--- src/rtl/lprl_pkg.sv ---
`timescale 1ns / 1ps
`default_nettype none

package lprl_pkg;

  localparam int ROUTE_ENTRIES_DEFAULT = 16;

  localparam logic       OP_WRITE  = 1'b0;
  localparam logic       OP_LOOKUP = 1'b1;

  localparam logic [1:0] ST_WRITE_DONE = 2'd0;
  localparam logic [1:0] ST_HIT        = 2'd1;
  localparam logic [1:0] ST_MISS       = 2'd2;
  localparam logic [1:0] ST_BAD_PREFIX = 2'd3;

  localparam logic [5:0]  MAX_PREFIX = 6'd32;
  localparam logic [31:0] FULL_MASK  = 32'hffffffff;

  typedef struct packed {
    logic        valid;
    logic [31:0] network;
    logic [5:0]  prefix;
    logic [15:0] metric;
  } route_t;

  typedef struct packed {
    logic cnt_rst;
    logic cnt_inc;
    logic clr_we;
    logic accept;
    logic rd_en;
    logic load_out;
  } cmd_t;

  typedef struct packed {
    logic cnt_last;
  } sts_t;

  function automatic logic [31:0] mask_of(input logic [5:0] plen);
    logic [31:0] m;
    if (plen == 6'd0) begin
      m = 32'd0;
    end else begin
      m = FULL_MASK << (MAX_PREFIX - plen);
    end
    return m;
  endfunction

endpackage

`default_nettype wire

--- src/rtl/lprl_datapath.sv ---
`timescale 1ns / 1ps
`default_nettype none

module lprl_datapath #(
  parameter int ROUTE_ENTRIES = lprl_pkg::ROUTE_ENTRIES_DEFAULT
) (
  input  wire logic          clk,
  input  wire logic          rst,
  input  wire lprl_pkg::cmd_t cmd,
  output lprl_pkg::sts_t     sts,
  input  wire logic          op,
  input  wire logic [3:0]    entry_index,
  input  wire logic          entry_valid,
  input  wire logic [31:0]   entry_network,
  input  wire logic [5:0]    entry_prefix_len,
  input  wire logic [15:0]   entry_metric,
  input  wire logic [31:0]   dest_address,
  output logic [1:0]         status,
  output logic [3:0]         match_index,
  output logic [5:0]         match_prefix_len,
  output logic [15:0]        match_metric
);
  import lprl_pkg::*;

  localparam int AW = (ROUTE_ENTRIES > 1) ? $clog2(ROUTE_ENTRIES) : 1;
  localparam int CW = (AW + 1 > 4) ? AW + 1 : 4;
  localparam logic [AW-1:0] LAST = AW'(ROUTE_ENTRIES - 1);

  route_t        mem [ROUTE_ENTRIES];
  route_t        rd_data;
  logic [AW-1:0] rd_idx;
  logic          rd_vld;
  logic [AW-1:0] cnt;

  logic          req_lookup;
  logic          req_bad;
  logic [31:0]   dest;

  logic          found;
  logic [AW-1:0] best_idx;
  logic [5:0]    best_plen;
  logic [15:0]   best_metric;

  logic          wr_ok;
  logic          bad;
  logic [31:0]   mask;
  logic          take;

  assign sts.cnt_last = (cnt == LAST);

  assign bad   = (entry_prefix_len > MAX_PREFIX);
  assign wr_ok = cmd.accept && (op == OP_WRITE) && !bad &&
                 (CW'(entry_index) < CW'(ROUTE_ENTRIES));

  always_ff @(posedge clk) begin
    if (rst) begin
      cnt <= '0;
    end else if (cmd.cnt_rst) begin
      cnt <= '0;
    end else if (cmd.cnt_inc) begin
      cnt <= cnt + AW'(1);
    end
  end

  always_ff @(posedge clk) begin
    if (cmd.clr_we) begin
      mem[cnt] <= '0;
    end else if (wr_ok) begin
      mem[AW'(entry_index)] <= '{valid: entry_valid, network: entry_network,
                                 prefix: entry_prefix_len, metric: entry_metric};
    end
    if (cmd.rd_en) begin
      rd_data <= mem[cnt];
      rd_idx  <= cnt;
    end
  end

  always_ff @(posedge clk) begin
    if (rst) begin
      rd_vld <= 1'b0;
    end else begin
      rd_vld <= cmd.rd_en;
    end
  end

  assign mask = mask_of(rd_data.prefix);
  assign take = rd_vld && rd_data.valid &&
                ((dest & mask) == (rd_data.network & mask)) &&
                (!found || (rd_data.prefix > best_plen) ||
                 ((rd_data.prefix == best_plen) && (rd_data.metric < best_metric)));

  always_ff @(posedge clk) begin
    if (cmd.accept) begin
      req_lookup <= (op == OP_LOOKUP);
      req_bad    <= bad;
      dest       <= dest_address;
      found      <= 1'b0;
    end else if (take) begin
      found       <= 1'b1;
      best_idx    <= rd_idx;
      best_plen   <= rd_data.prefix;
      best_metric <= rd_data.metric;
    end
  end

  always_ff @(posedge clk) begin
    if (cmd.load_out) begin
      match_index      <= 4'd0;
      match_prefix_len <= 6'd0;
      match_metric     <= 16'd0;
      if (!req_lookup) begin
        status <= req_bad ? ST_BAD_PREFIX : ST_WRITE_DONE;
      end else if (found) begin
        status           <= ST_HIT;
        match_index      <= 4'(best_idx);
        match_prefix_len <= best_plen;
        match_metric     <= best_metric;
      end else begin
        status <= ST_MISS;
      end
    end
  end

endmodule

`default_nettype wire

--- src/rtl/lprl_controller.sv ---
`timescale 1ns / 1ps
`default_nettype none

module lprl_controller (
  input  wire logic           clk,
  input  wire logic           rst,
  input  wire logic           in_valid,
  output logic                in_stall,
  input  wire logic           op,
  output logic                out_valid,
  input  wire logic           out_stall,
  output lprl_pkg::cmd_t      cmd,
  input  wire lprl_pkg::sts_t sts
);
  import lprl_pkg::*;

  localparam logic [2:0] S_CLEAR  = 3'd0;
  localparam logic [2:0] S_IDLE   = 3'd1;
  localparam logic [2:0] S_SCAN   = 3'd2;
  localparam logic [2:0] S_DRAIN  = 3'd3;
  localparam logic [2:0] S_FINISH = 3'd4;

  logic [2:0] state;
  logic [2:0] state_next;
  logic       out_valid_next;

  assign in_stall = (state != S_IDLE);

  always_comb begin
    state_next     = state;
    cmd            = '0;
    out_valid_next = out_valid && out_stall;
    case (state)
      S_CLEAR: begin
        cmd.clr_we  = 1'b1;
        cmd.cnt_inc = 1'b1;
        if (sts.cnt_last) begin
          cmd.cnt_rst = 1'b1;
          state_next  = S_IDLE;
        end
      end
      S_IDLE: begin
        if (in_valid) begin
          cmd.accept  = 1'b1;
          cmd.cnt_rst = 1'b1;
          state_next  = (op == OP_LOOKUP) ? S_SCAN : S_FINISH;
        end
      end
      S_SCAN: begin
        cmd.rd_en   = 1'b1;
        cmd.cnt_inc = 1'b1;
        if (sts.cnt_last) begin
          cmd.cnt_rst = 1'b1;
          state_next  = S_DRAIN;
        end
      end
      S_DRAIN: begin
        state_next = S_FINISH;
      end
      S_FINISH: begin
        if (!out_valid || !out_stall) begin
          cmd.load_out   = 1'b1;
          out_valid_next = 1'b1;
          state_next     = S_IDLE;
        end
      end
      default: begin
        state_next = S_IDLE;
      end
    endcase
  end

  always_ff @(posedge clk) begin
    if (rst) begin
      state     <= S_CLEAR;
      out_valid <= 1'b0;
    end else begin
      state     <= state_next;
      out_valid <= out_valid_next;
    end
  end

endmodule

`default_nettype wire

--- src/rtl/longest_prefix_route_lookup_unit.sv ---
`timescale 1ns / 1ps
`default_nettype none

// Route table with longest-prefix match over ROUTE_ENTRIES slots held in a
// single-port memory. After reset the block clears the table slot by slot
// and holds in_stall high meanwhile. A lookup request reads one slot per
// cycle from the memory; in_stall stays high until a request's result is
// loaded, so no new request is taken before the last one is through.
// One result is returned per request, in order.

module longest_prefix_route_lookup_unit #(
  parameter int ROUTE_ENTRIES = lprl_pkg::ROUTE_ENTRIES_DEFAULT
) (
  input  wire logic        clk,
  input  wire logic        rst,
  input  wire logic        in_valid,
  output logic             in_stall,
  input  wire logic        op,
  input  wire logic [3:0]  entry_index,
  input  wire logic        entry_valid,
  input  wire logic [31:0] entry_network,
  input  wire logic [5:0]  entry_prefix_len,
  input  wire logic [15:0] entry_metric,
  input  wire logic [31:0] dest_address,
  output logic             out_valid,
  input  wire logic        out_stall,
  output logic [1:0]       status,
  output logic [3:0]       match_index,
  output logic [5:0]       match_prefix_len,
  output logic [15:0]      match_metric
);
  import lprl_pkg::*;

  cmd_t cmd;
  sts_t sts;

  lprl_controller u_ctrl (
    .clk       (clk),
    .rst       (rst),
    .in_valid  (in_valid),
    .in_stall  (in_stall),
    .op        (op),
    .out_valid (out_valid),
    .out_stall (out_stall),
    .cmd       (cmd),
    .sts       (sts)
  );

  lprl_datapath #(
    .ROUTE_ENTRIES (ROUTE_ENTRIES)
  ) u_dp (
    .clk              (clk),
    .rst              (rst),
    .cmd              (cmd),
    .sts              (sts),
    .op               (op),
    .entry_index      (entry_index),
    .entry_valid      (entry_valid),
    .entry_network    (entry_network),
    .entry_prefix_len (entry_prefix_len),
    .entry_metric     (entry_metric),
    .dest_address     (dest_address),
    .status           (status),
    .match_index      (match_index),
    .match_prefix_len (match_prefix_len),
    .match_metric     (match_metric)
  );

endmodule

`default_nettype wire

--- config.mk ---
export PLATFORM = sky130hd
export DESIGN_NAME = longest_prefix_route_lookup_unit
export DESIGN_NICKNAME = d
export VERILOG_FILES = /design/src/rtl/lprl_pkg.sv /design/src/rtl/lprl_datapath.sv /design/src/rtl/lprl_controller.sv /design/src/rtl/longest_prefix_route_lookup_unit.sv
export SDC_FILE = /design/constraint.sdc
export NUM_CORES = 1
export LEC_CHECK = 0
export BUFFER_PORTS_ARGS = -buffer_cell sky130_fd_sc_hd__buf_2
export CORE_MARGIN = 4
export CORE_UTILIZATION = 59
export CTS_CLUSTER_SIZE = 8
export DETAILED_ROUTE_END_ITERATION = 6
export PLACE_DENSITY = 0.76
export SLEW_MARGIN = 30
export SYNTH_ARGS = -nofsm -noshare
export SYNTH_HDL_FRONTEND = slang
export SYNTH_SLANG_ARGS = --single-unit
--- constraint.sdc ---
create_clock -name clk -period 9.1 [get_ports clk]
set_clock_uncertainty 0.15 [all_clocks]
set_input_delay 0.91 -clock clk [delete_from_list [all_inputs] [get_ports clk]]
set_output_delay 0.91 -clock clk [all_outputs]
set_load 0.1 [all_outputs]
## Word-level counts from Yosys, hierarchy flattened

Memory sizes are Yosys's and may differ from the RTL's. A register that Yosys moved wholly into a read port is not among the register bits.
Cells that the tools add are included.

- Register bits: 102
- Memory bits (writable): 880
- Bits of input ports: 96
- Output and inout port bits: 30
- Word-level logic and storage cells: 90
- Memories: 1

Memory list:

| name | words | width | read ports | clocked after Yosys merged registers in | write ports | line | RTL |
|---|---|---|---|---|---|---|---|
| u_dp.mem | 16 | 55 | 1 | 1 | 1 | lprl_datapath.sv:29 | `route_t mem [ROUTE_ENTRIES];` |

- Add/subtract/negate cells: 2
- $lt $le $gt $ge: 3
- Equal/unequal tests: 12
- Shift-type cells: 1
- Muxes and demuxes: 29
- Bitwise operators: 4
- Reductions and logical operators: 22

Operators with widths:

| operator | count |
|---|---|
| 32-bit bitwise AND | 2 |
| 55-bit 2-to-1 mux | 1 |
| 55-bit OR reduction | 1 |
| 32-bit equality test | 1 |
| 32-bit 2-to-1 mux | 1 |
| 32-bit by 6-bit << shifter with 32-bit output, first input constant | 1 |
| 16-bit < comparator | 1 |
| 1-bit 2-to-1 mux | 16 |
| 3-bit 2-to-1 mux | 5 |
| 3-bit one-hot mux with 5 select lines | 1 |
| 1-bit logical AND | 7 |
| 3-bit by 2-bit equality test with 1-bit output, second input constant | 2 |
| 6-bit equality test | 1 |
| 6-bit > comparator | 1 |
| 6-bit > comparator, second input constant | 1 |
| 6-bit logical NOT | 1 |
| 2-bit 2-to-1 mux | 3 |
| 2-bit inequality test, second input constant | 3 |
| 6-bit subtractor, first input constant | 1 |
| 4-bit by 1-bit adder with 4-bit output, second input constant | 1 |
| 4-bit equality test, second input constant | 1 |
| 1-bit logical NOT | 4 |
| 4-bit 2-to-1 mux | 1 |
| 2-bit AND reduction | 2 |
| other kinds (10) | 14 |

## Logic depth before layout (Yosys ltp)

- Depth in word-level cells: 9
- Mapped depth: 9
- Depth with buffers taken out: 8

## Hierarchy

A second synthesis with hierarchy kept.

- Cell total of the unflattened synthesis: 1752
- Area total of the unflattened synthesis: 39953.3 µm²

Modules (own cells, without submodules):

| module | times used | cells each | area each (µm²) | sequential area each (µm²) |
|---|---|---|---|---|
| lprl_datapath | 1 | 1714 | 39669.3 | 30959.7 |
| lprl_controller | 1 | 38 | 284.0 | 80.1 |

## Worst setup path after synthesis

OpenSTA, ideal clock, no wires.

- Path type: input-to-reg
- From: input port in_valid
- To: memory u_dp.mem[4][0] (netlist bit) (enable)
- Library setup time: 0.468 ns
- Data arrival time: 4.983 ns
- Required time: 8.482 ns
- Path slack: 3.499 ns
- Stages on the path: 7
- Path through: nand4bb_2 -> inv_1 -> and3_1 -> clkbuf_1 -> nand2_1 -> o22a_1 -> nor2_1

RTL lines:

| what | line | RTL |
|---|---|---|
| start, declared | longest_prefix_route_lookup_unit.sv:16 | `input wire logic in_valid,` |
| end, declared | lprl_datapath.sv:29 |  |

==> out/metrics.csv <==
metric,value,unit
htree_levels,4,
synth-edff-count,1027,
setup_tns,0,ns
clock_sinks,1037,
critical_path.max_fanout,35,
cts_buffers,147,
placed_area,41800,sq um
seq_area_frac_synth,77.9,%
rsz0062_at_grt,false,
postRouteAntennaNets,0,
die-area,71700,sq um
crit_path_top_delay_cell,nor2_4,
powerDensity,231,nW/um^2
first_iter_violations,2246,
overflow,0,
hpwlAfterDp,45900,um
fillerInstances,3866,
syn2layout_area_growth,15.2,%
avgRoutedWirePerCell,31.8,um
path_clk_slew,0.05,ns
fp.dieW,268,um
cts_tree,built,
antenna_found_initial,1,
syn_inst,1739,
grt_max_degree,73,
multiInputGateArea,8510,sq um
criticalPathCategory,flop to flop,
synth_area_per_cell,22.9,sq um
slew_viol_final,0,
hold_path.class,input port to flop,
synth_warnings,0,
ir_drop,0.000186,V
async_reset_ff_share,0,%
critPathArrivalTime,5.00,ns
vias,19100,
synth_ff_type,edfxtp_1,
die_h,268,um
portBuffers,125,
seqCellArea,31100,sq um
max_slew_margin,33.0,%
placedCellCount,2685,
synth_fp_nets,1861,
drtPass1Iterations,5,
startpoint_type,flop,
final_nets,2093,
synth_cell_types,58,
hold_viol,0,
cp_top_family,simple AND/OR/NAND/NOR gates,
layout_min_cycle_time,4.81,ns
viasPerCell,6.67,
run_status,"complete, no violations",
period_share,52.9,%
clk_latency,0.72,ns
crit_required,9.29,ns
clk_path_buf_depth,3,
end_kind,flop,
p_leak,16.5,nW
grt_pass1_wl,134000,um
drive_gt1_share,31.6,%
drc,0,
syn_area,39800,sq um
critPathBufInv,2,
fin_cells,2867,
final_common_cell,edfxtp_1,
maxCapViolations,0,
finalSetupViolations,0,
wl,91100,um
mostFrequentLayoutCells,"1027 x edfxtp_1, 275 x mux4_2, 148 x clkbuf_16",
cts_root_buffer,clkbuf_16,
cts_setup_buffers,0,
synth-seq-cells,1037,
critical_path.max_stage_delay,0.83,ns
finish.instance_area,45900,sq um
grt_pass1_vias,20200,
path_cells,"nand4bb_2, inv_2, and3_2, a22o_1, o21ai_1, nor2_4, buf_4",
rows,94,
core,66300,sq um
worstMarginPinSlew,1.00,ns
initial_core_util,60.0,%
boundaryPins,126,
cts_resized,0,
gp_congestion,0.787,
max_freq,208,MHz
grt_util_all_layers,26.2,%
ctsHoldBuffers,0,
-- routing by layer --
layer	wire length, um	GRT usage (%)	up-vias	part of all wire [%]
li1	-	-	7729	-
met1	33200	34.9	10100	36
met2	47700	44.5	1078	52
met3	7470	5.20	182	8.2
met4	2670	8.73	0	2.9
met5	0	0	-	0
-- sequential cells by signal, indices dropped and copies added, names as in the netlist, 2 cells and up --
register               cells
u_dp.match_prefix_len      6
u_dp.rd_data              55
u_dp.match_index           4
u_dp.best_idx              4
u_dp.rd_idx                4
u_dp.match_metric         16
u_dp.cnt                   4
u_dp.best_plen             6
u_dp.status                2
u_dp.dest                 32
u_ctrl.state               3
u_dp.best_metric          16
u_dp.mem                 880
-- cell usage after synthesis (3+ instances only) --
library cell,number,area [sq um]
a21o_1,6,45.0
nand2b_1,4,25.0
nand4_1,5,31.3
clkbuf_1,57,214
a211oi_1,9,67.6
nor3_1,5,25.0
o21ai_0,16,80.1
dfxtp_1,10,200
or3_1,3,18.8
nand3_1,5,25.0
a31oi_1,6,37.5
nand2_1,16,60.1
xor2_1,24,210
o221ai_1,3,26.3
xnor2_1,15,131
and3_1,9,56.3
and2_1,56,350
mux4_2,275,6190
ha_1,26,325
inv_1,34,128
nor2_1,53,199
edfxtp_1,1027,30800
a21oi_1,12,60.1
buf_2,16,80.1
nor3b_1,4,30.0
-- cells by family (layout without fill, tap and decap cells) --
logic type | Yosys count | in the layout | synth area share [%]
other | 0 | 1 | 0
adders and majority gates | 26 | 26 | 0.817
muxes | 275 | 275 | 15.5
buffers and inverters | 111 | 374 | 1.12
DFF | 1037 | 1037 | 77.9
AOI/OAI and AO/OA | 77 | 77 | 1.34
xor gates and xnor gates | 39 | 39 | 0.858
and+or+nand+nor | 174 | 174 | 2.39
-- final timing paths --
kind                                              startpoint                          to  slack (ns)  cells after the start
worst max-delay path            u_ctrl.state[1]$_SDFFE_PP0P_  u_dp.mem[11][30]$_DFFE_PP_        4.29                      7
worst min register to register      u_dp.rd_idx[1]$_DFFE_PP_  u_dp.best_idx[1]$_DFFE_PP_        0.27                      0
worst min-delay path                        dest_address[20]     u_dp.dest[20]$_DFFE_PP_        0.22                      1
worst max register to register  u_ctrl.state[1]$_SDFFE_PP0P_  u_dp.mem[11][30]$_DFFE_PP_        4.29                      7
-- where the power goes --
| group | internal [mW] | switching, mW |
|---|---|---|
| sequential | 5.29 | 0.0357 |
| clock | 2.90 | 1.91 |
| combinational | 0.200 | 0.248 |
-- final cells by class --
type	instances	area share [%]
sequential	1037	67.7
clock buffer	165	8.21
multi-input combinational	591	18.5
antenna	1	0.00545
timing repair buffer	160	2.41
inverter	34	0.278
clock inverter	15	0.537
tap	864	2.36
-- worst register-to-register path, delay by kind of cell, from the launching register on --
| kind | cells | cell delay [ns] |
|---|---|---|
| and+or+nand+nor | 3 | 1.95 |
| buffers and inverters | 2 | 1.40 |
| AOI/OAI and AO/OA | 2 | 0.51 |
| DFF | 1 | 0.39 |
-- through the flow --
step	util (%)	setup WS (ns)	power [mW]	hold WS (ns)
final	69.2	4.29	10.6	0.221
after global routing	69.2	4.09	10.9	0.184
after CTS	69.1	4.30	10.6	0.181
after detailed placement	63.0	3.63	5.85	0.259
after global placement	62.7	3.47	5.84	0.254
after floorplan	-	3.50	5.70	0.250
(Power assumes the default switching activity.)
